### src/sv/widr_pkg.sv
// ----------------------------------------------------------------------------
// widr_pkg
// Shared types, constants and tables for the wheel/imu dead reckoning block.
// ----------------------------------------------------------------------------
package widr_pkg;

   localparam int CordicStepsDefault = 16;
   localparam int AtanEntries = 24;
   localparam logic [31:0] CordicKQ30 = 32'd652032874;
   localparam logic [19:0] CircReset = 20'd100000;
   localparam int QueueDepthDefault = 2;

   typedef enum logic [1:0] {
      FUNC_ORIENT = 2'd0,
      FUNC_PERIOD = 2'd1,
      FUNC_TICK   = 2'd2,
      FUNC_NONE   = 2'd3
   } func_type;

   localparam logic CSR_CIRC = 1'b0;
   localparam logic CSR_REV  = 1'b1;

   typedef struct packed {
      logic [1:0]         func;
      logic signed [15:0] quat_w;
      logic signed [15:0] quat_x;
      logic signed [15:0] quat_y;
      logic signed [15:0] quat_z;
      logic signed [15:0] rate_z_in;
      logic [31:0]        period_us;
      logic [31:0]        elapsed_us;
   } req_type;

   typedef struct packed {
      logic signed [63:0] pos_x;
      logic signed [63:0] pos_y;
      logic signed [31:0] speed_out;
      logic signed [15:0] rate_z_out;
      logic signed [15:0] orient_w;
      logic signed [15:0] orient_x;
      logic signed [15:0] orient_y;
      logic signed [15:0] orient_z;
   } rsp_type;

   // classified command handed from front to back
   typedef struct packed {
      func_type    func;
      logic [15:0] qw;
      logic [15:0] qx;
      logic [15:0] qy;
      logic [15:0] qz;
      logic [15:0] rate;
      logic [31:0] value;
   } cmd_type;

   function automatic logic [31:0] atan_lut(input logic [4:0] idx);
      logic [31:0] r;
      unique case (idx)
         5'd0:  r = 32'd536870912;
         5'd1:  r = 32'd316933406;
         5'd2:  r = 32'd167458907;
         5'd3:  r = 32'd85004756;
         5'd4:  r = 32'd42667331;
         5'd5:  r = 32'd21354465;
         5'd6:  r = 32'd10679838;
         5'd7:  r = 32'd5340245;
         5'd8:  r = 32'd2670163;
         5'd9:  r = 32'd1335087;
         5'd10: r = 32'd667544;
         5'd11: r = 32'd333772;
         5'd12: r = 32'd166886;
         5'd13: r = 32'd83443;
         5'd14: r = 32'd41722;
         5'd15: r = 32'd20861;
         5'd16: r = 32'd10430;
         5'd17: r = 32'd5215;
         5'd18: r = 32'd2608;
         5'd19: r = 32'd1304;
         5'd20: r = 32'd652;
         5'd21: r = 32'd326;
         5'd22: r = 32'd163;
         5'd23: r = 32'd81;
         default: r = 32'd0;
      endcase
      return r;
   endfunction

endpackage

### src/sv/widr_front.sv
// ----------------------------------------------------------------------------
// widr_front
// Accepts request items, drops unused codes and empty ticks early, and
// pushes commands into a short queue for the back end.
// ----------------------------------------------------------------------------
module widr_front #(
   parameter int QUEUE_DEPTH = widr_pkg::QueueDepthDefault
) (
   input  logic              clock,
   input  logic              reset,
   input  logic              req_valid,
   output logic              req_stall,
   input  widr_pkg::req_type req_data,
   output logic              cmd_valid,
   input  logic              cmd_pop,
   output widr_pkg::cmd_type cmd_data
);
   localparam int PW = (QUEUE_DEPTH > 1) ? $clog2(QUEUE_DEPTH) : 1;

   widr_pkg::cmd_type    mem_ff [QUEUE_DEPTH];
   logic [PW-1:0]        wr_ff, wr_in, rd_ff, rd_in;
   logic [PW:0]          cnt_ff, cnt_in;
   widr_pkg::cmd_type    cmd;
   logic                 accept, keep, push, pop;

   assign req_stall = (cnt_ff == (PW+1)'(QUEUE_DEPTH));
   assign accept    = req_valid && !req_stall;

   // classify: unused code and zero-time ticks never reach the back end
   always_comb begin
      cmd.func  = widr_pkg::func_type'(req_data.func);
      cmd.qw    = req_data.quat_w;
      cmd.qx    = req_data.quat_x;
      cmd.qy    = req_data.quat_y;
      cmd.qz    = req_data.quat_z;
      cmd.rate  = req_data.rate_z_in;
      cmd.value = (cmd.func == widr_pkg::FUNC_TICK) ? req_data.elapsed_us
                                                     : req_data.period_us;
      keep = (cmd.func != widr_pkg::FUNC_NONE) &&
             !(cmd.func == widr_pkg::FUNC_TICK && req_data.elapsed_us == 32'd0);
   end

   assign push      = accept && keep;
   assign pop       = cmd_pop && (cnt_ff != '0);
   assign cmd_valid = (cnt_ff != '0);
   assign cmd_data  = mem_ff[rd_ff];

   // pointer wrap
   always_comb begin
      wr_in = wr_ff;
      rd_in = rd_ff;
      if (push) wr_in = (wr_ff == PW'(QUEUE_DEPTH - 1)) ? '0 : wr_ff + 1'b1;
      if (pop)  rd_in = (rd_ff == PW'(QUEUE_DEPTH - 1)) ? '0 : rd_ff + 1'b1;
      cnt_in = cnt_ff + (PW+1)'(push) - (PW+1)'(pop);
   end

   always_ff @(posedge clock) begin
      if (reset) begin
         wr_ff  <= '0;
         rd_ff  <= '0;
         cnt_ff <= '0;
      end else begin
         wr_ff  <= wr_in;
         rd_ff  <= rd_in;
         cnt_ff <= cnt_in;
      end
      if (push) mem_ff[wr_ff] <= cmd;
   end
endmodule

### config.mk
export PLATFORM = sky130hd
export DESIGN_NAME = widr_front
export DESIGN_NICKNAME = d
export VERILOG_FILES = /design/src/sv/widr_pkg.sv /design/src/sv/widr_front.sv
export SDC_FILE = /design/constraint.sdc
export NUM_CORES = 1
export LEC_CHECK = 0
export BUFFER_PORTS_ARGS = -buffer_cell sky130_fd_sc_hd__buf_2
export CORE_UTILIZATION = 51
export DETAILED_ROUTE_END_ITERATION = 6
export PLACE_DENSITY = 0.89
export SKIP_LAST_GASP = 1
export SYNTH_ARGS = -nofsm -noshare
export SYNTH_HDL_FRONTEND = slang
export SYNTH_SLANG_ARGS = --single-unit
### constraint.sdc
create_clock -name clock -period 13.38 [get_ports clock]
set_clock_uncertainty 0.1 [all_clocks]
set_input_delay 0.669 -clock clock [delete_from_list [all_inputs] [get_ports clock]]
set_output_delay 0.669 -clock clock [all_outputs]
set_load 0.01 [all_outputs]
==> results of run 1 <==
final timing paths:
kind         cells past startpoint            end          from  slack [ns]
min                              1  mem_ff[1][51]  req_data[83]        0.26
max reg2reg                      5  mem_ff[0][62]     cnt_ff[0]       10.62
max                              3    cmd_data[8]     flip-flop        9.92
min reg2reg                      2          rd_ff         rd_ff        0.42
cells by family (layout without fill, tap and decap cells):
kind of cell,Yosys count,in the layout,synth area share
flip-flops,233,233,0.7760
AO/OA/AOI/OAI,9,9,0.007128
adder cells (fa/ha/maj),2,2,0.002795
other,0,1,0
multiplexers,146,146,0.1836
buffers and inverters,20,315,0.01160
XOR/XNOR,3,3,0.002936
AND/OR/NAND/NOR,24,24,0.01593
routing by layer:
| layer | global-route usage | routed length (um) | vias up |
|---|---|---|---|
| met5 | 0 | 11 | - |
| met4 | 0.07491 | 444 | 2 |
| met3 | 0.04167 | 1399 | 36 |
| met2 | 0.3362 | 9280 | 249 |
| met1 | 0.2259 | 6584 | 2413 |
| li1 | - | - | 2292 |
final cells by class:
cell class	instances	share of cell area
clock buffer	26	0.05189
tap	225	0.02489
clock inverter	15	0.01560
inverter	3	0.0009958
timing repair buffer	271	0.1213
antenna	1	0.0002213
sequential	233	0.6146
multi-input combinational	184	0.1705
placed cells by master (no fill, tap or decap), types with 3 or more instances in the layout:
cell type  instances
buf_4              6
edfxtp_1         228
clkinv_2           5
bufinv_16          4
clkbuf_1           3
nor4_1             7
dfxtp_1            4
mux2_2           144
clkinv_1           4
buf_2            265
inv_1              3
nor2_1             3
clkbuf_16         23
flip-flops by register name (all words and copies together) (netlist names), named ones only:
name,flops
mem_ff,228
rd_ff,1
cnt_ff,2
wr_ff,1
worst max-delay path, delay by kind of cell, from the launching register on:
kind | cells | cell delay (ns)
multiplexers | 1 | 0.44
flip-flops | 1 | 0.74
buffers and inverters | 2 | 0.92
power breakdown:
part | switching (mW) | internal, mW
registers | 0.0368 | 0.900
logic | 0.220 | 0.204
clock network | 0.250 | 0.392
total | 0.506 | 1.50
==> flow_summary.ini, run 1 <==
[logic_synthesis]
synthTopCellsByArea = edfxtp_1, mux2_2, dfxtp_1
ys_ff_latch = 233
ys_top_cells_by_count = edfxtp_1, mux2_2, buf_2, nor4_1, dfxtp_1
syn_nets = 589
postSynthAreaPerCell_um2 = 20.49
ys.warnings.count = 0
yosysSeqAreaShare = 0.7760
synth_top_area_share = 0.7648
synth-main-ff-cell = edfxtp_1
post-synth-top-count-cell = edfxtp_1
netlist_area_mm2 = 0.008952
async_flop_share = 0
synth_area_leader_cell = edfxtp_1
synth_edf_count = 228
synth_cell_type_count = 31
syn_inst = 437

[sta]
fmax_mhz = 289.1
setup_tns_ns = 0
min_period_ns = 3.459
fin_crit_sh = 0.2585
hold_viol = 0
slew_headroom = 0.4129
rsz0062_at_grt = no
finalMaxSlewViolations = 0
holdWs_ns = 0.2624
worst_pin_slew_ns = 0.8806
setup_viol_count_final = 0
fin_ws_ns = 9.921

[power_and_ir_drop]
max-vdd-ir-drop_v = 0.0001087
p_leak_nw = 4.244
powerDensity_mw_per_mm2 = 177.0
p_total_mw = 2.002

[floorplan]
initial_core_util = 0.5194
dieArea_mm2 = 0.01809
ioPinCount = 266
die_h_um = 134.5
die-width_um = 134.5
core_area_mm2 = 0.01724
row_count = 48

[job]
drv_cap = 0

[final_layout]
synthToLayoutAreaGrowth_pct = 26.32
n_fill_cell = 1199
finalNonFillerCells = 958
final_core_util = 0.6561
multiInputGateArea_mm2 = 0.001928
finalInstanceArea_mm2 = 0.01131
final_nets = 868
drive_above_1_share = 0.6216
seq_area_mm2 = 0.006950

[setup_path]
start_kind = flip-flop
crit_path_end_kind = output pin
path_class = reg -> out
cp_slowest_cell = buf_4
worstPathMaxFanout = 66
critPathMaxStageDelay_ns = 0.78
path_cells = buf_4 -> mux2_2 -> buf_2
arrival_ns = 2.69
required_ns = 12.61

[drt]
first_pass_iters = 4
drtIter0Drc = 188
drt-wirelength-per-cell_um = 18.50
route.vias.total = 4992
route.antenna.remaining_nets = 0
drc = 0
routed_via_density = 5.211
wirelength_mm = 17.72

[cts]
clk_latency_ns = 0.49
root_buffer = clkbuf_16
clk_pin_slew_worst_paths_ns = 0.06
cts_resized = 0
cts_hold_buf = 0
post_cts_buffers = 0
cts_inserted_buffers = 23
clock_path_buffers = 3
cts_num_sinks = 233
cts_tree = yes
cts_max_level = 1

[place]
gp_congestion = 0.8844
placed_cell_area_mm2 = 0.01054
place_hpwl_mm = 12.08
place_ws_ns = 9.930
portBuffers = 265
dpl.cell_count = 916

[global_route]
grt_pass1_wl_mm = 26.34
grt_max_degree = 67
grt_antenna_before_repair = 2
grt_use_total = 0.1898
first_global_vias = 5179
grt_overflow_total = 0

[status]
status = finished, final reports clean

[min_path]
hold_path_class = in -> reg
(Power assumes the default switching activity.)
==> run 2: changes to the inputs <==
ABC_AREA = 1   (was unset)
CORE_UTILIZATION = 52   (was 51)
PLACE_DENSITY = 0.9   (was 0.89)
clock period = 3.2 ns   (was 13.38 ns; I/O delays follow)
==> flow_summary.ini, run 2 <==
[cts]
cts_max_level = 1
post_cts_buffers = 0
clock_path_buffers = 3
cts_tree = yes
cts_num_sinks = 233
clk_pin_slew_worst_paths_ns = 0.06
cts_inserted_buffers = 24
root_buffer = clkbuf_16
clk_latency_ns = 0.50

[logic_synthesis]
syn_inst = 526
syn_nets = 678
synth-main-ff-cell = edfxtp_1
synth_top_area_share = 0.7397
ys_top_cells_by_count = edfxtp_1, nand2_1, mux2_4, mux2_2, nor2_1
ys.warnings.count = 0
postSynthAreaPerCell_um2 = 17.60
post-synth-top-count-cell = edfxtp_1
synth_area_leader_cell = edfxtp_1
synthTopCellsByArea = edfxtp_1, mux2_4, mux2_2
netlist_area_mm2 = 0.009256
async_flop_share = 0
synth_edf_count = 228
synth_cell_type_count = 21
ys_ff_latch = 233
yosysSeqAreaShare = 0.7505

[drt]
wirelength_mm = 23.60
routed_via_density = 5.144
first_pass_iters = 5
drc = 0
route.antenna.remaining_nets = 0
drtIter0Drc = 388
drt-wirelength-per-cell_um = 19.76
route.vias.total = 6142

[final_layout]
synthToLayoutAreaGrowth_pct = 41.94
largest_register = mem_ff
final_core_util = 0.7570
largest_reg_flops = 228
finalNonFillerCells = 1194
n_fill_cell = 961
n_antenna_cell = 0
final_nets = 1106
top_regs = mem_ff x228, cnt_ff x2
final_cell_mix = buf_2, edfxtp_1, dlygate4sd3_1
drive_above_1_share = 0.4458
final_common_cell = buf_2

[status]
status = finished, final reports clean

[sta]
holdWs_ns = 0.1210
finalMaxSlewViolations = 0
fin_crit_sh = 0.7698
rsz0062_at_grt = no
slew_headroom = 0.3874
setup_viol_count_final = 0
setup_tns_ns = 0
min_period_ns = 2.463
fmax_mhz = 405.9
worst_pin_slew_ns = 0.9189
hold_viol = 0

[place]
portBuffers = 265
place_hpwl_mm = 12.84
dpl.cell_count = 1005
gp_congestion = 0.7628

[setup_path]
crit_path_end_kind = output pin
r2r-start = cnt_ff[1]
path_class = reg -> out
required_ns = 2.94
r2r_slack_ns = 1.06
arrival_ns = 2.20
rr_endpoint = mem_ff[1][72]
endpoint = cmd_data[99]
reg2regPathDepth = 6
start_kind = flip-flop
worstPathMaxFanout = 44

[floorplan]
initial_core_util = 0.5333
dieArea_mm2 = 0.01834
die_h_um = 135.4
core_area_mm2 = 0.01736
die-width_um = 135.4
ioPinCount = 266
row_count = 48

[global_route]
grt_pass1_wl_mm = 34.38
grt_max_degree = 91
grt_use_total = 0.2530
grt_antenna_before_repair = 0
grt_overflow_total = 0
first_global_vias = 6442

[power_and_ir_drop]
powerDensity_mw_per_mm2 = 692.9
max-vdd-ir-drop_v = 0.0005286
p_leak_nw = 5.344

[job]
drv_cap = 0

[min_path]
hold_path_class = in -> reg
run 2: cell count changes after synthesis, sizes merged, moves of 3 or more:
cell	before	now
nand2	2	111
mux2	146	114
nor2	3	27
nor4	8	0
inv	3	10
buf	16	19
run 2: layout make-up:
cell class	instances	area [um^2]	area share
Sequential cell	233	6950	0.5290
Inverter	11	45.04	0.003428
Clock buffer	28	636.9	0.04847
Clock inverter	13	192.7	0.01467
Multi-Input combinational cell	263	2127	0.1619
Timing Repair Buffer	421	2905	0.2211
Tap cell	225	281.5	0.02143
run 2: cell families (layout without fill, tap and decap cells):
logic type / Yosys count / after routing / share of synthesized area
AND/OR/NAND/NOR: 141 / 141 / 0.05961
adder cells (fa/ha/maj): 2 / 2 / 0.002703
XOR/XNOR: 1 / 1 / 0.0009464
multiplexers: 114 / 114 / 0.1630
flip-flops: 233 / 233 / 0.7505
AO/OA/AOI/OAI: 5 / 5 / 0.002702
buffers and inverters: 30 / 473 / 0.02054
run 2: how the worst min path moves through the flow:
stage                 to  cells after the start  slack, ns  startpoint
2_1_floorplan  cnt_ff[0]                      1       0.13       reset
4_1_cts            wr_ff                      7       0.09   req_valid
3_5_place_dp   cnt_ff[0]                      2       0.24       reset
3_3_place_gp   cnt_ff[0]                      2       0.24       reset
5_1_grt            wr_ff                      7       0.14   req_valid
6_report           wr_ff                      6       0.12   req_valid
run 2: per-layer routing:
layer  routed length, um  up-vias  track usage
met5                   0        -            0
met4                 665        0      0.07990
met3                1944       56      0.05238
met2               12270      353       0.4632
met1                8713     2949       0.2960
li1                    -     2784            -
run 2: worst max-delay path, cell delays in order (launching register included):
cell	delay, ns
dfxtp_4	0.80
buf_12	0.34
mux2_2	0.39
buf_2	0.15
run 2: stage by stage:
stage               power, mW  setup WS [ns]  area (um^2)
floorplan               5.293         0.2427         9268
global placement        5.950          1.102        10830
detailed placement      6.014          1.075        10830
CTS                     9.095         0.7248        13140
global route            9.435         0.6229        13140
finish                  9.104         0.7366        13140
run 2: power breakdown:
group          total, mW  switching (mW)  internal [mW]
Sequential          3.96           0.176           3.78
Combinational       2.20            1.08           1.12
Clock               2.94            1.12           1.82
Total               9.10            2.38           6.73
run 2: what timing repair did:
action | CTS | global route
resized for setup | 0 | 0
hold buffers | 148 | 0
endpoints found under the hold margin | 233 | 0
==> run 3: changes to the inputs <==
clock period = 2.35 ns   (was 3.2 ns; I/O delays follow)
==> flow_summary.ini, run 3 (same netlist as run 2, synthesis figures left out) <==
[setup_path]
worstPathMaxFanout = 33
crit_path_start = req_data[145]
reg2regPathDepth = 6
required_ns = 2.48
crit_path_end_kind = flip-flop
path_class = in -> reg
cp_top_family = buffers and inverters
critPathMaxStageDelay_ns = 0.61
arrival_ns = 2.32
r2r_slack_ns = 0.47
cp_num_buf_inv = 6
path_cells = dlygate4sd3_1 -> buf_2 -> inv_1 -> nor2_2 -> buf_6 -> inv_4 -> nand2_1 -> nand2_1 -> dlygate4sd3_1
r2r-start = cnt_ff[1]
rr_endpoint = mem_ff[0][17]
start_kind = input pin
cp_slowest_cell = dlygate4sd3_1

[min_path]
hold_depth = 7
hold_path_class = in -> reg
min-delay-start = req_valid
min_to = wr_ff

[cts]
clk_latency_ns = 0.49
root_buffer = clkbuf_16
cts_max_level = 1
cts_tree = yes
clk_pin_slew_worst_paths_ns = 0.06
cts_num_sinks = 233
post_cts_buffers = 0
clock_path_buffers = 3
cts_inserted_buffers = 23

[global_route]
grt_use_total = 0.2622
grt_max_degree = 58
first_global_vias = 6653
grt_antenna_before_repair = 1
grt_overflow_total = 0
grt_pass1_wl_mm = 35.74

[final_layout]
final_common_cell = buf_2
n_antenna_cell = 0
final_nets = 1114
largest_register = mem_ff
synthToLayoutAreaGrowth_pct = 41.92
drive_above_1_share = 0.4504
largest_reg_flops = 228
final_cell_mix = buf_2, edfxtp_1, dlygate4sd3_1
top_regs = mem_ff x228, cnt_ff x2
finalInstanceArea_mm2 = 0.01314

[floorplan]
initial_core_util = 0.5333
core_area_mm2 = 0.01736
die_h_um = 135.4
dieArea_mm2 = 0.01834
die-width_um = 135.4
row_count = 48
ioPinCount = 266

[sta]
rsz0062_at_grt = no
fmax_mhz = 456.7
setup_viol_count_final = 0
hold_viol = 0
finalMaxSlewViolations = 0
worst_pin_slew_ns = 0.5329
min_period_ns = 2.189
slew_headroom = 0.6439
fin_crit_sh = 0.9317

[drt]
route.vias.total = 6297
drtIter0Drc = 437
route.antenna.remaining_nets = 0
routed_via_density = 5.239
first_pass_iters = 6
drc = 0
drt-wirelength-per-cell_um = 20.13
wirelength_mm = 24.20

[power_and_ir_drop]
powerDensity_mw_per_mm2 = 907.3
p_total_mw = 11.92
p_leak_nw = 5.329
max-vdd-ir-drop_v = 0.0006210

[place]
placed_cell_area_mm2 = 0.01096
gp_congestion = 0.7774
place_hpwl_mm = 13.12
portBuffers = 265

[status]
status = finished, final reports clean

[job]
drv_cap = 0
## run 3: changes by cell type in the layout (fill, tap and decap cells not counted), moves of 2 or more
cell / previous run / this run
clkinv_1: 2 / 4
clkbuf_16: 25 / 23
clkbuf_1: 3 / 5
buf_12: 3 / 8
buf_4: 5 / 8
nor2_2: 2 / 4
nor2_1: 24 / 22
bufinv_16: 5 / 1
clkinvlp_4: 1 / 3
## run 3: worst max-delay path by stage
stage | depth (start not counted) | endpoint | slack [ns]
final | 9 | mem_ff[0][31] | 0.16
after global routing | 9 | mem_ff[1][13] | 0.10
after CTS | 9 | mem_ff[0][24] | 0.05
after detailed placement | 14 | cnt_ff[1] | 0.29
after global placement | 14 | cnt_ff[1] | 0.37
after floorplan | 5 | mem_ff[0][0] | -0.56
## run 3: report_power, final
part           leakage [nW]  switching (mW)  total, mW  internal [mW]
clock network         0.333            1.48       3.39           1.91
logic                  2.84            1.61       3.23           1.62
registers              2.15           0.153       5.30           5.15
## run 3: routing by layer
| layer | routed length (um) | part of all wire | GRT usage |
|---|---|---|---|
| met1 | 9017 | 0.37 | 0.3057 |
| met2 | 12600 | 0.52 | 0.4815 |
| met3 | 1803 | 0.075 | 0.05051 |
| met4 | 769 | 0.032 | 0.08864 |
| met5 | 13 | 0.00054 | 0 |
## run 3: tightest hold or removal path: stages
cell      delay, ns
buf_2          0.10
inv_1          0.06
nor2_2         0.05
nand3_2        0.09
nand2_1        0.06
clkinv_1       0.05
nor2_2         0.03
## run 3: through the flow
stage / setup TNS, ns / cells / worst slack (ns) / util / hold slack [ns]
floorplan: -123.00 / 526 / -0.5551 / - / 0.08133
global route: 0 / 1202 / 0.1033 / 0.7568 / 0.07658
global placement: 0 / 1014 / 0.3656 / 0.6317 / 0.1841
CTS: 0 / 1202 / 0.05021 / 0.7565 / 0.002658
detailed placement: 0 / 1014 / 0.2892 / 0.6317 / 0.1873
finish: 0 / 1202 / 0.1606 / 0.7568 / 0.02120
## run 3: final cells by class
class | instances | area (um^2)
timing repair buffer | 430 | 3039
fill | 928 | 4220
multi-input combinational | 263 | 2132
clock inverter | 12 | 90.09
sequential | 233 | 6952
tap | 225 | 281.5
inverter | 11 | 47.55
clock buffer | 28 | 594.3
## run 3: what timing repair did
action	in CTS	in global routing
endpoints found under the hold margin	233	0
resized for setup	0	3
hold buffers	148	0
endpoints found under the setup margin	0	64
